<file path="src/rmq_queue.sv">
// two-entry queue between front end and arithmetic back end
// depends on nothing
`timescale 1ns / 1ps

module rmq_queue #(
    parameter int W = 8
) (
    input  logic         clk,
    input  logic         rst_n,
    input  logic         push,
    input  logic [W-1:0] din,
    output logic         full,
    input  logic         pop,
    output logic         vld,
    output logic [W-1:0] dout
);

    logic [W-1:0] mem_reg [2];
    logic         wr_ptr_reg, wr_ptr_next;
    logic         rd_ptr_reg, rd_ptr_next;
    logic [1:0]   cnt_reg, cnt_next;

    assign full = (cnt_reg == 2'd2);
    assign vld  = (cnt_reg != 2'd0);
    assign dout = mem_reg[rd_ptr_reg];

    always_comb
    begin
        wr_ptr_next = wr_ptr_reg ^ push;
        rd_ptr_next = rd_ptr_reg ^ pop;
        cnt_next    = cnt_reg + 2'(push) - 2'(pop);
    end

    always_ff @(posedge clk or negedge rst_n)
    begin
        if (!rst_n)
        begin
            wr_ptr_reg <= 1'b0;
            rd_ptr_reg <= 1'b0;
            cnt_reg    <= 2'd0;
        end
        else
        begin
            wr_ptr_reg <= wr_ptr_next;
            rd_ptr_reg <= rd_ptr_next;
            cnt_reg    <= cnt_next;
        end
    end

    always_ff @(posedge clk)
    begin
        if (push)
        begin
            mem_reg[wr_ptr_reg] <= din;
        end
    end

endmodule

</file>
<file path="config.mk">
export PLATFORM = sky130hd
export DESIGN_NAME = rmq_queue
export DESIGN_NICKNAME = d
export VERILOG_FILES = /design/src/rmq_queue.sv
export SDC_FILE = /design/constraint.sdc
export NUM_CORES = 1
export LEC_CHECK = 0
export BUFFER_PORTS_ARGS = -buffer_cell sky130_fd_sc_hd__buf_2
export CAP_MARGIN = 20
export CORE_MARGIN = 5
export CORE_UTILIZATION = 44
export DETAILED_ROUTE_END_ITERATION = 16
export GPL_ROUTABILITY_DRIVEN = 0
export HOLD_SLACK_MARGIN = 0.08
export PLACE_DENSITY = 0.79
export SYNTH_ARGS = -nofsm -noshare
export SYNTH_HDL_FRONTEND = slang
export SYNTH_SLANG_ARGS = --single-unit
export TNS_END_PERCENT = 20
</file>
<file path="constraint.sdc">
create_clock -name clk -period 1.2 [get_ports clk]
set_clock_uncertainty 0.15 [all_clocks]
set_input_delay 0.18 -clock clk [delete_from_list [all_inputs] [get_ports clk]]
set_output_delay 0.18 -clock clk [all_outputs]
set_load 0.005 [all_outputs]
</file>
---- Yosys cells after proc, flatten, opt, wreduce, memory -nomap -nowiden ----
Memories as Yosys holds them, arrays and structs flattened.
Index checks and enable logic that the tools add are counted.
cells by class
  add/sub/neg operators ................... 2
  equal/unequal tests ..................... 1
  mux-type cells .......................... 2
  bitwise operators ....................... 2
  reductions and logical operators ........ 1
operator list
  cell                  number
  $add A2 B1 Y2         1
  $eq A2 B2 Y1 const B  1
  $mux W1               2
  $reduce_bool A2 Y1    1
  $sub A2 B1 Y2         1
  $xor A1 B1 Y1         2
storage, ports and cells
  register bits after elaboration ......... 4
  bits in writable memories ............... 16
  input port bits ......................... 12
  output and inout port bits .............. 10
  word-level logic and storage cells ...... 12
  memories kept ........................... 1
memories
  name     words  width  rd ports  clocked after Yosys merged registers in  wr ports  line  text
  mem_reg  2      8      1         0                                        1         18    logic [W-1:0] mem_reg [2];

---- Longest topological paths before layout ----
  word-level depth ........................ 2
  mapped depth ............................ 5
  mapped depth without buffers ............ 5

---- Worst setup path before layout ----
Ideal clock, no wire load.
  path kind ............................... register -> register
  start point ............................. reg cnt_reg[0]
  end point ............................... reg cnt_reg[1]
  library setup time ...................... 0.135 ns
  data arrival time ....................... 0.999 ns
  data required time ...................... 0.915 ns
  setup slack ............................. -0.085 ns
  cell stages (with the launch flop) ...... 6
  buffers on the path ..................... 0
  period minus slack after synthesis ...... 1.285 ns
  path through ............................ dfrtp_1 > inv_1 > ha_1 > inv_1 > ha_1 > xor3_1
between the ends
  word-level cells in the longest chain between the ends .. 2
ends and longest elaborated chain
  item                    line  text
  start, declared         21    logic [1:0] cnt_reg, cnt_next;
  start signal, assigned  46    cnt_reg <= cnt_next;
  $add A2 B1 Y2           31    cnt_next = cnt_reg + 2'(push) - 2'(pop);
  $sub A2 B1 Y2           31
  named net cnt_next[1]   21
The timed path passes the listed nets, and every way through them passes these cells.

---- Worst setup path in the final report ----
  start point ............................. reg rd_ptr_reg
  end point ............................... out dout[7]
between the ends
  word-level cells in the longest chain between the ends .. 1
ends and longest elaborated chain
  item                    line  text
  start, declared         20    logic rd_ptr_reg, rd_ptr_next;
  start signal, assigned  45    rd_ptr_reg <= rd_ptr_next;
  $mem_v2 Z2 W8           n/a
  end, declared           15    output logic [W-1:0] dout
No other way between the ends.

==> qor.yml <==
status: "complete, but fails checks"
violations: "setup timing"
crit_arrival_ns: 1.26
clkPwrFrac_pct: 20.3
slew_viol_final: 0
antenna_cells: 0
syn_nets: 57
grt_pass1_wl_um: 2280
grt-ovfl-total: 0
internal_power_mw: 2.00
grt_usage_pct: 12.2
dieWidth_um: 53.2
cts_root_buffer: "clkbuf_4"
ctsHtreeMaxLevel: 1
setup_violations: 15
postRouteWirelength_um: 1480
switchingPower_mw: 0.629
hold_path_depth: 2
via_per_inst: 4.33
worstSetupPathType: "reg -> out"
grt_pass1_vias: 499
grt_max_degree: 13
period_needed_ns: 1.59
post-route-util_pct: 70.5
fp.coreArea_mm2: 0.00175
comb_power_share_pct: 40.8
syn_to_final_growth_pct: 49.8
multi_input_area_um2: 220
critical_path.endpoint_type: "output port"
power_density_mw_per_mm2: 2140
p_sw_share_pct: 23.9
clock-sinks: 20
holdCritStartpoint: "push"
relSlewSlack_pct: 85.0
pre_cts_slack_ns: -0.223
pin_count: 22
num_vias: 463
drt_pass1_iterations: 4
peakVddDrop_mv: 1.19
setup.worst_path.start: "rd_ptr_reg$_DFF_PN0_"
tightest_slew_ns: 0.225
critPathLaunchType: "flip-flop"
ys_ff_latch: 20
power_leakage_nw: 0.544
portBuffers: 21
period_share_pct: 133
cts_tree: "yes"
seqPwrFrac_pct: 38.8
drt_first_iter_violations: 8
syn_avg_cell_area_um2: 20.0
die_area_mm2: 0.00283
wire_per_inst_um: 13.9
max_clock_freq_mhz: 627
r2r_end: "cnt_reg[1]$_DFF_PN0_"
numCtsBuffers: 3
detail-route-antenna-nets: 0
num-nets-final: 99
drcViolationCount: 0
drive_above_1_share_pct: 52.4
hold_class: "in -> reg"
cts_hold_buf: 11
die_h_um: 53.2
maxCapViolCount: 0
start_util_pct: 47.1
fillCellCount: 126
worstPathRequired_ns: 0.87
grt_antenna_before_repair: 0
yosys_warnings: 0
worst-r2r-cell-count: 5
clk_pin_slew_ns: 0.10
r2r_slack_ns: -0.13
largest_reg_flops: 16
r2r_start: "cnt_reg[0]$_DFF_PN0_"
cp-endpoint: "dout[7]"
hold_violations: 0
rsz0062_at_grt: "true"
crit_fanout: 5
fin_ws_ns: -0.394
register_area_um2: 582
clock_latency_ns: 0.30
num_rows: 15
hpwl_um: 879
synth_seq_area_share_pct: 70.6
synth_area_um2: 822
ys_types: 10
syn_inst: 41
clockBufferDepth: 2
per-layer routing:
| metal | GRT usage [%] | share of wire (%) | up-vias |
|---|---|---|---|
| met4 | 6.38 | 0.81 | 0 |
| met2 | 23.5 | 57 | 14 |
| li1 | - | - | 231 |
| met5 | 0 | 0 | - |
| met3 | 3.66 | 4.7 | 2 |
| met1 | 11.2 | 37 | 216 |
area by class of cell:
class | instances | share of cell area, %
clock buffers | 3 | 1.83
clock inverters | 1 | 2.44
inverters | 4 | 1.22
multi-input cells | 16 | 17.9
flip-flops and latches | 20 | 47.3
well taps | 25 | 2.54
repair buffers | 38 | 26.8
through the flow:
stage               setup TNS (ns)  instances  total power, mW  hold WS, ns  instance area [um^2]
floorplan                  -0.0847         41             1.56       -0.266                   822
global placement             -1.86         90             1.82       -0.159                   990
detailed placement           -2.19         90             1.85       -0.158                   990
CTS                          -3.83        107             2.65     0.000793                  1230
global route                 -4.58        107             2.77     -0.00418                  1230
finish                       -3.71        107             2.63      0.00869                  1230
cells in the mapped netlist, drive strengths merged:
cell	instances	area (um^2)
xor3	1	23.8
nor2b	1	6.26
mux2	8	120
ha	4	50.1
xor2	1	8.76
dfrtp	4	100
inv	4	15.0
edfxtp	16	480
buf	1	11.3
or2	1	6.26
cell families after synthesis:
group | synth area share (%)
adders and majority gates | 6.09
and+or+nand+nor | 1.52
buffers and inverters | 3.20
xor gates and xnor gates | 3.96
muxes | 14.6
DFF | 70.6
worst max-delay path, cell delays in order (launching register included):
cell and delay [ns]:
dfrtp_2 0.43, buf_6 0.14, mux2_4 0.30, buf_6 0.12
timing repair:
action	CTS	global route
resized for setup	14	0
setup buffers	2	0
endpoints found under the setup margin	24	20
endpoints found under the hold margin	23	2
cells in the final DEF (no fill, tap or decap), drive strengths merged:
cell type    synthesis  routed
buf                  1      27
bufinv               0       1
clkbuf               0       3
dfrtp                4       4
dlygate4sd3          0      11
edfxtp              16      16
ha                   4       4
inv                  4       4
mux2                 8       8
nor2b                1       1
or2                  1       1
xor2                 1       1
xor3                 1       1
power by group through the flow:
stage          Combinational, mW  Clock (mW)  Sequential [mW]
6_report                    1.07       0.535             1.02
5_1_grt                     1.15       0.582             1.04
4_1_cts                     1.08       0.543             1.02
3_5_place_dp               0.755           0             1.09
3_3_place_gp               0.738           0             1.08
2_1_floorplan              0.548           0             1.01
how the worst min path moves through the flow:
stage	to	slack (ns)
floorplan	cnt_reg[0]$_DFF_PN0_	-0.27
detailed placement	cnt_reg[0]$_DFF_PN0_	-0.16
CTS	cnt_reg[0]$_DFF_PN0_	0.0008
global placement	wr_ptr_reg$_DFF_PN0_	-0.16
finish	cnt_reg[0]$_DFF_PN0_	0.009
global route	cnt_reg[0]$_DFF_PN0_	-0.004
No activity file was read; power rests on OpenSTA's default activity.
