===== src/rmq_pkg.sv =====
// shared types and constants for the rotation matrix to quaternion unit
// no dependencies
`timescale 1ns / 1ps

package rmq_pkg;

    localparam int FRAC_BITS = 14;
    localparam int DATA_W    = 16;
    // width of a sum or difference of two matrix elements
    localparam int N_W       = 17;
    localparam int Q_MAX     = 32767;
    localparam int Q_MIN_MAG = 32768;

    typedef enum logic [1:0] {
        SEL_TRACE,
        SEL_X,
        SEL_Y,
        SEL_Z
    } rmq_sel_t;

    // classified item: branch, degenerate flag, numerators in w x y z order
    typedef struct packed {
        rmq_sel_t                  sel;
        logic                      degen;
        logic [3:0][N_W-1:0]       n;
    } rmq_cls_t;

endpackage


===== src/rmq_if.sv =====
// request channels of the rotation matrix to quaternion unit
// depends on rmq_pkg
`timescale 1ns / 1ps

interface rmq_mat_if;
    logic                                 valid;
    logic                                 ready;
    logic signed [rmq_pkg::DATA_W-1:0]    m00;
    logic signed [rmq_pkg::DATA_W-1:0]    m01;
    logic signed [rmq_pkg::DATA_W-1:0]    m02;
    logic signed [rmq_pkg::DATA_W-1:0]    m10;
    logic signed [rmq_pkg::DATA_W-1:0]    m11;
    logic signed [rmq_pkg::DATA_W-1:0]    m12;
    logic signed [rmq_pkg::DATA_W-1:0]    m20;
    logic signed [rmq_pkg::DATA_W-1:0]    m21;
    logic signed [rmq_pkg::DATA_W-1:0]    m22;

    modport source (output valid, m00, m01, m02, m10, m11, m12, m20, m21, m22, input ready);
    modport sink (input valid, m00, m01, m02, m10, m11, m12, m20, m21, m22, output ready);
endinterface



===== src/rmq_front.sv =====
// front end: accepts a matrix request, picks the branch, forms the radicand
// and the off-diagonal numerators; depends on rmq_pkg and rmq_if
`timescale 1ns / 1ps

module rmq_front #(
    parameter int FRAC_BITS = rmq_pkg::FRAC_BITS
) (
    rmq_mat_if.sink                                   mat,
    input  logic                                      full,
    output logic                                      push,
    output rmq_pkg::rmq_cls_t                         cls,
    output logic [((FRAC_BITS > 17) ? FRAC_BITS : 17) + 1:0] ru
);

    localparam int R_W  = ((FRAC_BITS > 17) ? FRAC_BITS : 17) + 3;
    localparam int RU_W = R_W - 1;
    localparam int NW   = rmq_pkg::N_W;

    logic signed [R_W-1:0] e00, e11, e22, one_s, trace, r;
    logic signed [NW-1:0]  d21_12, d02_20, d10_01, s01_10, s02_20, s12_21;

    assign e00   = R_W'(mat.m00);
    assign e11   = R_W'(mat.m11);
    assign e22   = R_W'(mat.m22);
    assign one_s = {{(R_W-FRAC_BITS-1){1'b0}}, 1'b1, {FRAC_BITS{1'b0}}};
    assign trace = e00 + e11 + e22;

    assign d21_12 = NW'(mat.m21) - NW'(mat.m12);
    assign d02_20 = NW'(mat.m02) - NW'(mat.m20);
    assign d10_01 = NW'(mat.m10) - NW'(mat.m01);
    assign s01_10 = NW'(mat.m01) + NW'(mat.m10);
    assign s02_20 = NW'(mat.m02) + NW'(mat.m20);
    assign s12_21 = NW'(mat.m12) + NW'(mat.m21);

    always_comb
    begin
        cls.n = '0;
        if (trace > 0)
        begin
            cls.sel  = rmq_pkg::SEL_TRACE;
            r        = one_s + trace;
            cls.n[1] = d21_12;
            cls.n[2] = d02_20;
            cls.n[3] = d10_01;
        end
        else if (mat.m00 > mat.m11 && mat.m00 > mat.m22)
        begin
            cls.sel  = rmq_pkg::SEL_X;
            r        = one_s + e00 - e11 - e22;
            cls.n[0] = d21_12;
            cls.n[2] = s01_10;
            cls.n[3] = s02_20;
        end
        else if (mat.m11 > mat.m22)
        begin
            cls.sel  = rmq_pkg::SEL_Y;
            r        = one_s + e11 - e00 - e22;
            cls.n[0] = d02_20;
            cls.n[1] = s01_10;
            cls.n[3] = s12_21;
        end
        else
        begin
            cls.sel  = rmq_pkg::SEL_Z;
            r        = one_s + e22 - e00 - e11;
            cls.n[0] = d10_01;
            cls.n[1] = s02_20;
            cls.n[2] = s12_21;
        end
        cls.degen = r[R_W-1] || (r == '0);
    end

    assign ru        = r[RU_W-1:0];
    assign mat.ready = !full;
    assign push      = mat.valid && !full;

endmodule


===== src/flat_wrapper.sv =====
// flat-port wrapper written by rule: the top's interface ports become plain ports
module rmq_front_flat 
#(
    parameter int FRAC_BITS = rmq_pkg::FRAC_BITS
)
  (full, push, cls, ru, mat_valid, mat_m00, mat_m01, mat_m02, mat_m10, mat_m11, mat_m12, mat_m20, mat_m21, mat_m22, mat_ready);
  rmq_mat_if mat_i ();
  input  logic full;
  output logic push;
  output rmq_pkg::rmq_cls_t cls;
  output logic [((FRAC_BITS > 17) ? FRAC_BITS : 17) + 1:0] ru;
  input wire logic [$bits(mat_i.valid)-1:0] mat_valid;
  input wire logic [$bits(mat_i.m00)-1:0] mat_m00;
  input wire logic [$bits(mat_i.m01)-1:0] mat_m01;
  input wire logic [$bits(mat_i.m02)-1:0] mat_m02;
  input wire logic [$bits(mat_i.m10)-1:0] mat_m10;
  input wire logic [$bits(mat_i.m11)-1:0] mat_m11;
  input wire logic [$bits(mat_i.m12)-1:0] mat_m12;
  input wire logic [$bits(mat_i.m20)-1:0] mat_m20;
  input wire logic [$bits(mat_i.m21)-1:0] mat_m21;
  input wire logic [$bits(mat_i.m22)-1:0] mat_m22;
  output wire logic [$bits(mat_i.ready)-1:0] mat_ready;
  assign mat_i.valid = mat_valid;
  assign mat_i.m00 = mat_m00;
  assign mat_i.m01 = mat_m01;
  assign mat_i.m02 = mat_m02;
  assign mat_i.m10 = mat_m10;
  assign mat_i.m11 = mat_m11;
  assign mat_i.m12 = mat_m12;
  assign mat_i.m20 = mat_m20;
  assign mat_i.m21 = mat_m21;
  assign mat_i.m22 = mat_m22;
  assign mat_ready = mat_i.ready;
  rmq_front #(.FRAC_BITS(FRAC_BITS)) u_core (.mat(mat_i), .full(full), .push(push), .cls(cls), .ru(ru));
endmodule

===== config.mk =====
export PLATFORM = sky130hd
export DESIGN_NAME = rmq_front_flat
export DESIGN_NICKNAME = d
export VERILOG_FILES = /design/src/rmq_pkg.sv /design/src/rmq_if.sv /design/src/rmq_front.sv /design/src/flat_wrapper.sv
export SDC_FILE = /design/constraint.sdc
export NUM_CORES = 1
export LEC_CHECK = 0
export BUFFER_PORTS_ARGS = -buffer_cell sky130_fd_sc_hd__buf_2
export CAP_MARGIN = 0
export CORE_UTILIZATION = 45
export DETAILED_ROUTE_END_ITERATION = 6
export PLACE_DENSITY = 0.76
export SETUP_SLACK_MARGIN = 0.4
export SYNTH_ARGS = -nofsm -noshare
export SYNTH_HDL_FRONTEND = slang
export SYNTH_SLANG_ARGS = --single-unit

===== constraint.sdc =====
create_clock -name vclk -period 6.5
set_clock_uncertainty 0.2 [all_clocks]
set_input_delay 0.975 -clock vclk [all_inputs]
set_output_delay 0.975 -clock vclk [all_outputs]
set_load 0.005 [all_outputs]

======== After elaboration in Yosys (flattened, before gate mapping) ========
Index checks and enable logic that the tools add are counted.
Widths: inputs -> output; s select.
word-level totals
  memories kept ........................... 0
  RAM bits ................................ 0
  latch bits .............................. 0
  bits in read-only memories .............. 0
  flip-flop bits (word level) ............. 0
operators by class
  $add $sub $neg .......................... 18
  equal/unequal tests ..................... 0
  order comparisons ....................... 4
  multipliers ............................. 0
  reductions and logical operators ........ 5
  divide/modulo/power cells ............... 0
  shifts and indexed selects .............. 0
  mux-type cells .......................... 14
  bitwise logic cells ..................... 0
operator list
  cell                    number
  $mux 17                 5
  $add 16x16->17          4
  $mux 34                 2
  $mux 20                 3
  $sub 20x16->20          3
  $sub 17x16->18          3
  $add 16x16->17 const A  3
  $mux 51                 1
  $sub 16x16->17          3
  $gt 16x16->1            3
  $add 16x20->20 const A  1
  $gt 20x1->1 const B     1
  $logic_not 20->1        1
  $add 17x16->18          1
  $mux 2                  2
  $logic_and 1x1->1       2
  $logic_not 1->1         1
  $logic_or 1x1->1        1
  $mux 1                  1

======== Depth between registers and ports, before layout ========
Gate-level depths: netlist of run 1.
  word-level depth ........................ 8
  mapped depth ............................ 27
  depth with buffers taken out ............ 27

======== Worst setup path after synthesis of run 1 ========
No wires, ideal clock.
  path type ............................... input port to output port
  start point ............................. in mat_m11[1]
  end point ............................... out cls[68] in the netlist's numbering
  required time ........................... 5325 ps
  arrival time ............................ 5961 ps
  buffers on the path ..................... 0
  cell stages on the path ................. 23
  setup slack ............................. -636 ps
  cell sequence ........................... inv_1 ha_1 ha_1 maj3_1 maj3_1 a221o_1 a21oi_1 o21bai_1 a21oi_1 o21ai_0 xor2_1 ha_1 and3_1 a211o_1 a2111oi_0 o31ai_1 a21oi_1 o21bai_1 a21oi_1 xnor2_1 o22ai_1 a2bb2o_1 o41ai_2
RTL lines
  element             RTL line            RTL
  start: declaration  flat_wrapper.sv:17  input wire logic [$bits(mat_i.m11)-1:0] mat_m11;
  end: declaration    flat_wrapper.sv:10  output rmq_pkg::rmq_cls_t cls;

==> results.py, run 1 <==
metrics = {
    "power_and_ir_drop": {
        "internal_power_uw": 2473,
        "static-leakage-power_uw": 0.01007,
        "clock_power_share_pct": 0,
        "vdd_ir_drop_max_uv": 124.0,
        "share_seq_of_total_power_pct": 0,
        "switching_power_uw": 2509,
        "power.density_nw_per_um2": 244.1,
        "p_comb_share_pct": 100.0,
        "sw_share_pct": 50.36,
    },
    "global_routing": {
        "global_route.overflow_total": 0,
        "global_route_wire_length_before_repair_um": 86680,
        "grt_pass1_vias": 16900,
        "grt_start_max_net_pins": 62,
        "initial_antenna_violation_count": 6,
        "gr-usage-all-layers_pct": 35.17,
    },
    "setup_path": {
        "critical-path-top-delay-family": "compound AO/OA/AOI/OAI gates",
        "cell_seen_most_often_among_critical_path_stages": "sky130_fd_sc_hd__a21oi_2",
        "cp-end-kind": "output port",
        "setup.worst_path.start_class": "input pin",
        "critical_path_required_ps": 5320,
        "critical_path_class": "in2out",
        "critical_path.n_buffers_inverters": 6,
        "delay_of_the_slowest_cell_on_the_worst_path_ps": 540,
        "slowest_cell_on_the_critical_path": "sky130_fd_sc_hd__or4b_4",
        "worst-endpoint-arrival_ps": 6300,
        "path_max_fanout": 4,
    },
    "yosys": {
        "post_synth_main_area_contributors": "sky130_fd_sc_hd__ha_1 (27%), sky130_fd_sc_hd__xnor2_1 (8.1%), sky130_fd_sc_hd__a21oi_1 (6.3%)",
        "mapped_nets": 2351,
        "netlist_area_um2": 13480,
        "ys.warnings.count": 0,
        "synthCells": 1878,
        "synth.yosys.seq_area_share_pct": 0,
        "netlist_top_cells_count": "sky130_fd_sc_hd__ha_1 (293), sky130_fd_sc_hd__inv_1 (199), sky130_fd_sc_hd__a21oi_1 (170), sky130_fd_sc_hd__nand2_1 (141), sky130_fd_sc_hd__nor2_1 (138)",
        "synth_top_cell_area_share_pct": 27.19,
        "synth.most_common_cell": "sky130_fd_sc_hd__ha_1",
        "top_cell_type_by_total_area_after_synthesis": "sky130_fd_sc_hd__ha_1",
        "synth_area_per_cell_um2": 7.180,
        "synthDistinctLibCells": 86,
    },
    "sta": {
        "setup_slack_after_layout_ps": -978.8,
        "rsz_0062_raised_after_global_routing": "yes",
        "report.final.setup_viol": 89,
        "timing.slew.headroom_pct": 36.93,
        "final_slew_viol_count": 0,
        "max_clock_freq_mhz": 133.7,
        "final.period_utilization_pct": 115.1,
        "post-route-min-period_ps": 7479,
        "holdWs_ps": 1997,
        "hold_vio_cnt_final": 0,
        "tightestPinTransition_ps": 934.1,
    },
    "final_layout": {
        "final_layout_size_suffix_gt1_share_pct": 36.48,
        "clockBufferCount": 0,
        "finish.net_count": 2967,
        "postLayoutCellArea_um2": 20410,
        "final-seq-area_um2": 0,
        "seq_cells": 0,
        "area_delta_synth_final_pct": 51.33,
    },
    "placed_design": {
        "finalWeightedCongestion": 0.9775,
        "dp_hpwl_um": 43510,
        "portBuffers": 238,
        "placed_area_um2": 17840,
    },
    "hold_path": {
        "min-delay-path-class": "in2out",
    },
    "die": {
        "die-height_um": 175.1,
        "die_area_um2": 30660,
        "fp.dieW_um": 175.1,
        "start_util_pct": 45.62,
        "placeableCoreArea_um2": 29560,
        "pin_count": 238,
        "fp-row-count": 63,
    },
    "routing": {
        "drcViolationCount": 0,
        "routed-via-count": 16970,
        "drt_first_iter_violations": 1398,
        "finalWirelength_um": 56820,
        "antenna_violating_nets_left": 0,
        "detail_route.vias_per_cell": 5.871,
        "avgRoutedWirePerCell_um": 19.66,
        "number_of_detailed_route_iterations_in_the_first_pass": 6,
    },
    "outcome": {
        "outcome": "complete, but fails checks",
        "violations": "setup timing",
    },
    "job": {
        "drv_cap": 0,
    },
    "clocking": {
        "post_cts_hold_buffer_count": 0,
    },
}
==> timing repair <==
action / 4_1_cts / 5_1_grt
setup buffers: 53 / 20
resized for setup: 283 / 72
pin swaps: 100 / 39
cloned: 14 / 0
endpoints found under the setup margin: 89 / 89
hold endpoints to repair: 0 / 0
==> per-stage QoR <==
stage	std cells	TNS (ps)	setup slack, ps	power (uW)	utilization, %
3_5_place_dp	2795	-37230	-986.8	3689	60.36
4_1_cts	2862	-17580	-817.5	4618	67.12
2_1_floorplan	1878	-428.5	-428.5	2151	-
5_1_grt	2887	-74280	-1184	5275	69.01
3_3_place_gp	2795	-26520	-861.2	3644	60.36
6_report	2890	-58440	-978.8	4981	69.03
==> cell usage in the layout, fill, tap and decap left out, types with 16 or more instances in the layout <==
master                       n
sky130_fd_sc_hd__buf_6      57
sky130_fd_sc_hd__o21a_1     25
sky130_fd_sc_hd__ha_1      283
sky130_fd_sc_hd__nor2b_1    29
sky130_fd_sc_hd__buf_4     365
sky130_fd_sc_hd__o21ai_0    62
sky130_fd_sc_hd__nand2b_1   23
sky130_fd_sc_hd__a21o_1     36
sky130_fd_sc_hd__nand3_1    33
sky130_fd_sc_hd__xor2_1     50
sky130_fd_sc_hd__nand2_1   124
sky130_fd_sc_hd__o21bai_1   32
sky130_fd_sc_hd__buf_12     16
sky130_fd_sc_hd__o21ai_2    17
sky130_fd_sc_hd__buf_2     215
sky130_fd_sc_hd__fa_1       30
sky130_fd_sc_hd__a21oi_1   129
sky130_fd_sc_hd__nor3_1     38
sky130_fd_sc_hd__nor2_1    128
sky130_fd_sc_hd__inv_1     191
sky130_fd_sc_hd__a31oi_1    22
sky130_fd_sc_hd__xnor2_1   121
sky130_fd_sc_hd__a21oi_2    33
==> final timing paths <==
kind / startpoint / endpoint / cells past startpoint
worst max-delay path: mat_m22[1] / cls[68] / 27
worst min-delay path: full / push / 3
==> power groups by stage <==
stage / Sequential (uW) / Clock, uW / Combinational, uW
2_1_floorplan: 0 / 0 / 2150
3_3_place_gp: 0 / 0 / 3640
3_5_place_dp: 0 / 0 / 3690
4_1_cts: 0 / 0 / 4620
5_1_grt: 0 / 0.000103 / 5280
6_report: 0 / 0.000165 / 4980
==> per-layer routing <==
metal  GRT usage (%)  up-vias  wire [um]
met3           2.829      176       4140
met4           13.80        2       2489
met2           61.89      792      26980
met5               0        -         13
li1                -     8009          -
met1           44.13     7988      23190
==> worst min-delay path, stage by stage <==
cell	delay (ps)
sky130_fd_sc_hd__buf_2	90
sky130_fd_sc_hd__nor2b_1	40
sky130_fd_sc_hd__buf_2	120
==> cells by family after synthesis <==
| kind of cell | after synthesis | share of synthesized area, % |
|---|---|---|
| AO/OA/AOI/OAI | 585 | 29.24 |
| XOR/XNOR | 176 | 11.43 |
| adder cells (fa/ha/maj) | 331 | 32.53 |
| buffers and inverters | 260 | 7.247 |
| multiplexers | 17 | 1.290 |
| AND/OR/NAND/NOR | 509 | 18.26 |
==> final cells by class <==
class | instances | area, um2
Tap cell | 390 | 488.0
Antenna cell | 8 | 20.02
Timing Repair Buffer | 675 | 5284
Inverter | 199 | 757.0
Multi-Input combinational cell | 1618 | 13860
Fill cell | 2306 | 9154
No activity file was read; power rests on OpenSTA's default activity.
==> run 2, diff against run 1 <==
--- a/constraint.sdc
+++ b/constraint.sdc
@@ -4,2 +4,2 @@
 set_output_delay 0.975 -clock vclk [all_outputs]
-set_load 0.005 [all_outputs]
+set_load 0.02 [all_outputs]
==> run 2 against run 1 <==
Net effect:
- the run still ends with setup timing left
- non-clock buffer count down 9
- setup slack worse by 120 ps
- via count down 0.31%
- highest routed layer unchanged
- clock-buffer cell count unchanged
- worst hold slack better by 25 ps
- utilization up 1.8 points
- sequential share of layout area unchanged
- critical path type unchanged
- routed wire length down 1.3%
- global-route usage down 0.74 points
==> results.py, run 2 (same netlist as run 1, synthesis figures left out) <==
metrics = {
    "global_routing": {
        "grt_pass1_vias": 16830,
        "global_route.overflow_total": 0,
        "global_route.peak_usage_layer": "met2",
        "grt.met1_usage_pct": 42.79,
        "global_route_wire_length_before_repair_um": 85200,
        "initial_antenna_violation_count": 3,
        "grt.met2_usage_pct": 60.76,
        "gr-usage-all-layers_pct": 34.43,
        "grt_use_met3_pct": 3.590,
        "grt_start_max_net_pins": 65,
    },
    "die": {
        "placeableCoreArea_um2": 29560,
        "fp-row-count": 63,
        "pin_count": 238,
        "die-height_um": 175.1,
        "fp.dieW_um": 175.1,
        "die_area_um2": 30660,
        "start_util_pct": 45.62,
    },
    "sta": {
        "tightestPinTransition_ps": 948.7,
        "rsz_0062_raised_after_global_routing": "yes",
        "final_slew_viol_count": 0,
        "post-route-min-period_ps": 7594,
        "timing.setup.tns_ps": -47510,
        "max_clock_freq_mhz": 131.7,
        "timing.slew.headroom_pct": 36.75,
        "setup_slack_after_layout_ps": -1094,
        "final.period_utilization_pct": 116.8,
        "hold_vio_cnt_final": 0,
        "report.final.setup_viol": 87,
    },
    "routing": {
        "drcViolationCount": 0,
        "detail_route.vias_per_cell": 5.883,
        "routed-via-count": 16920,
        "finalWirelength_um": 56110,
        "number_of_detailed_route_iterations_in_the_first_pass": 5,
        "antenna_violating_nets_left": 0,
        "avgRoutedWirePerCell_um": 19.52,
        "drt_first_iter_violations": 1257,
    },
    "final_layout": {
        "post-route-util_pct": 70.81,
        "final-seq-area_um2": 0,
        "layout.cells.most_common_list": "sky130_fd_sc_hd__buf_4 (377), sky130_fd_sc_hd__ha_1 (282), sky130_fd_sc_hd__inv_1 (192)",
        "nFillCells": 2259,
        "final_layout_size_suffix_gt1_share_pct": 37.17,
        "total_area_of_multi_input_combinational_cells_um2": 14210,
        "finish.net_count": 2958,
        "seq_cells": 0,
        "layout.cells.most_common": "sky130_fd_sc_hd__buf_4",
        "postLayoutCellArea_um2": 20930,
        "clockBufferCount": 0,
        "area_delta_synth_final_pct": 55.24,
    },
    "power_and_ir_drop": {
        "vdd_ir_drop_max_uv": 196.1,
        "power.density_nw_per_um2": 265.6,
        "static-leakage-power_uw": 0.01010,
    },
    "job": {
        "drv_cap": 0,
    },
    "setup_path": {
        "path_max_fanout": 4,
        "worst-endpoint-arrival_ps": 6420,
        "setup.worst_path.start_class": "input pin",
        "critical_path_class": "in2out",
        "critical_path_required_ps": 5320,
        "cp-end-kind": "output port",
    },
    "clocking": {
        "post_cts_hold_buffer_count": 0,
    },
    "placed_design": {
        "portBuffers": 238,
        "placed_area_um2": 18500,
        "dp_hpwl_um": 43970,
        "setup_slack_placement_ps": -1175,
        "finalWeightedCongestion": 0.9992,
    },
    "outcome": {
        "outcome": "complete, but fails checks",
        "violations": "setup timing",
    },
    "hold_path": {
        "min-delay-path-class": "in2out",
    },
}
-- run 2: cell count changes in the layout (fill, tap and decap cells not counted), sizes merged --
cell / change
buf: -10
inv: -1
clkinvlp: +1
diode: -6
clkbuf: +1
-- run 2: routing by layer --
metal | up-vias | part of all wire (%) | wire [um]
met4 | 2 | 4.7 | 2626
met3 | 178 | 6.9 | 3885
li1 | 7962 | - | -
met5 | - | 0.020 | 11
met2 | 751 | 48 | 26720
met1 | 8022 | 41 | 22870
-- run 2: worst paths after layout --
kind	end	cells after the start	slack, ps	start
max	cls[68]	24	-1090	mat_m11[2]
min	mat_ready	3	2020	full
-- run 2: cell type report --
cell class | instances | area share [%]
inverter | 199 | 3.622
multi-input combinational | 1618 | 67.87
antenna | 2 | 0.02391
timing repair buffer | 666 | 26.15
tap | 390 | 2.331
-- run 2: repair_timing --
item,4_1_cts,5_1_grt
gates cloned,10,1
setup buffers,40,19
pin swaps,71,56
endpoints found under the setup margin,89,89
gates resized for setup,339,85
-- run 2: report_power, final --
group,leakage [uW],switching [uW],internal (uW),total [uW]
sequential,0,0,0,0
clock,0.0000000127,0,0.0000412,0.0000412
combinational,0.0101,2870,2690,5560
total,0.0101,2870,2690,5560
-- run 2: critical path, stage by stage --
cell	delay, ps
sky130_fd_sc_hd__buf_2	120
sky130_fd_sc_hd__fa_1	610
sky130_fd_sc_hd__inv_1	90
sky130_fd_sc_hd__fa_2	400
sky130_fd_sc_hd__nand2b_4	150
sky130_fd_sc_hd__a21o_4	220
sky130_fd_sc_hd__a221oi_4	330
sky130_fd_sc_hd__o211ai_2	130
sky130_fd_sc_hd__a21oi_2	180
sky130_fd_sc_hd__a21oi_2	80
sky130_fd_sc_hd__o21bai_1	210
sky130_fd_sc_hd__xor2_1	220
sky130_fd_sc_hd__inv_1	70
sky130_fd_sc_hd__ha_2	180
sky130_fd_sc_hd__nand3_2	70
sky130_fd_sc_hd__nor4_2	40
sky130_fd_sc_hd__and3_1	190
sky130_fd_sc_hd__and4_4	210
sky130_fd_sc_hd__or4_1	390
sky130_fd_sc_hd__a222oi_1	360
sky130_fd_sc_hd__nand4bb_1	250
sky130_fd_sc_hd__or4b_4	560
sky130_fd_sc_hd__o41ai_4	210
sky130_fd_sc_hd__buf_4	190
-- run 2: per-stage QoR --
step,hold WS (ps),total power [uW],std cells
final,2022,5560,2875
after global routing,2025,5865,2875
after CTS,2019,5169,2853
after detailed placement,2020,4284,2803
after global placement,2004,4231,2803
after floorplan,1827,2738,1878
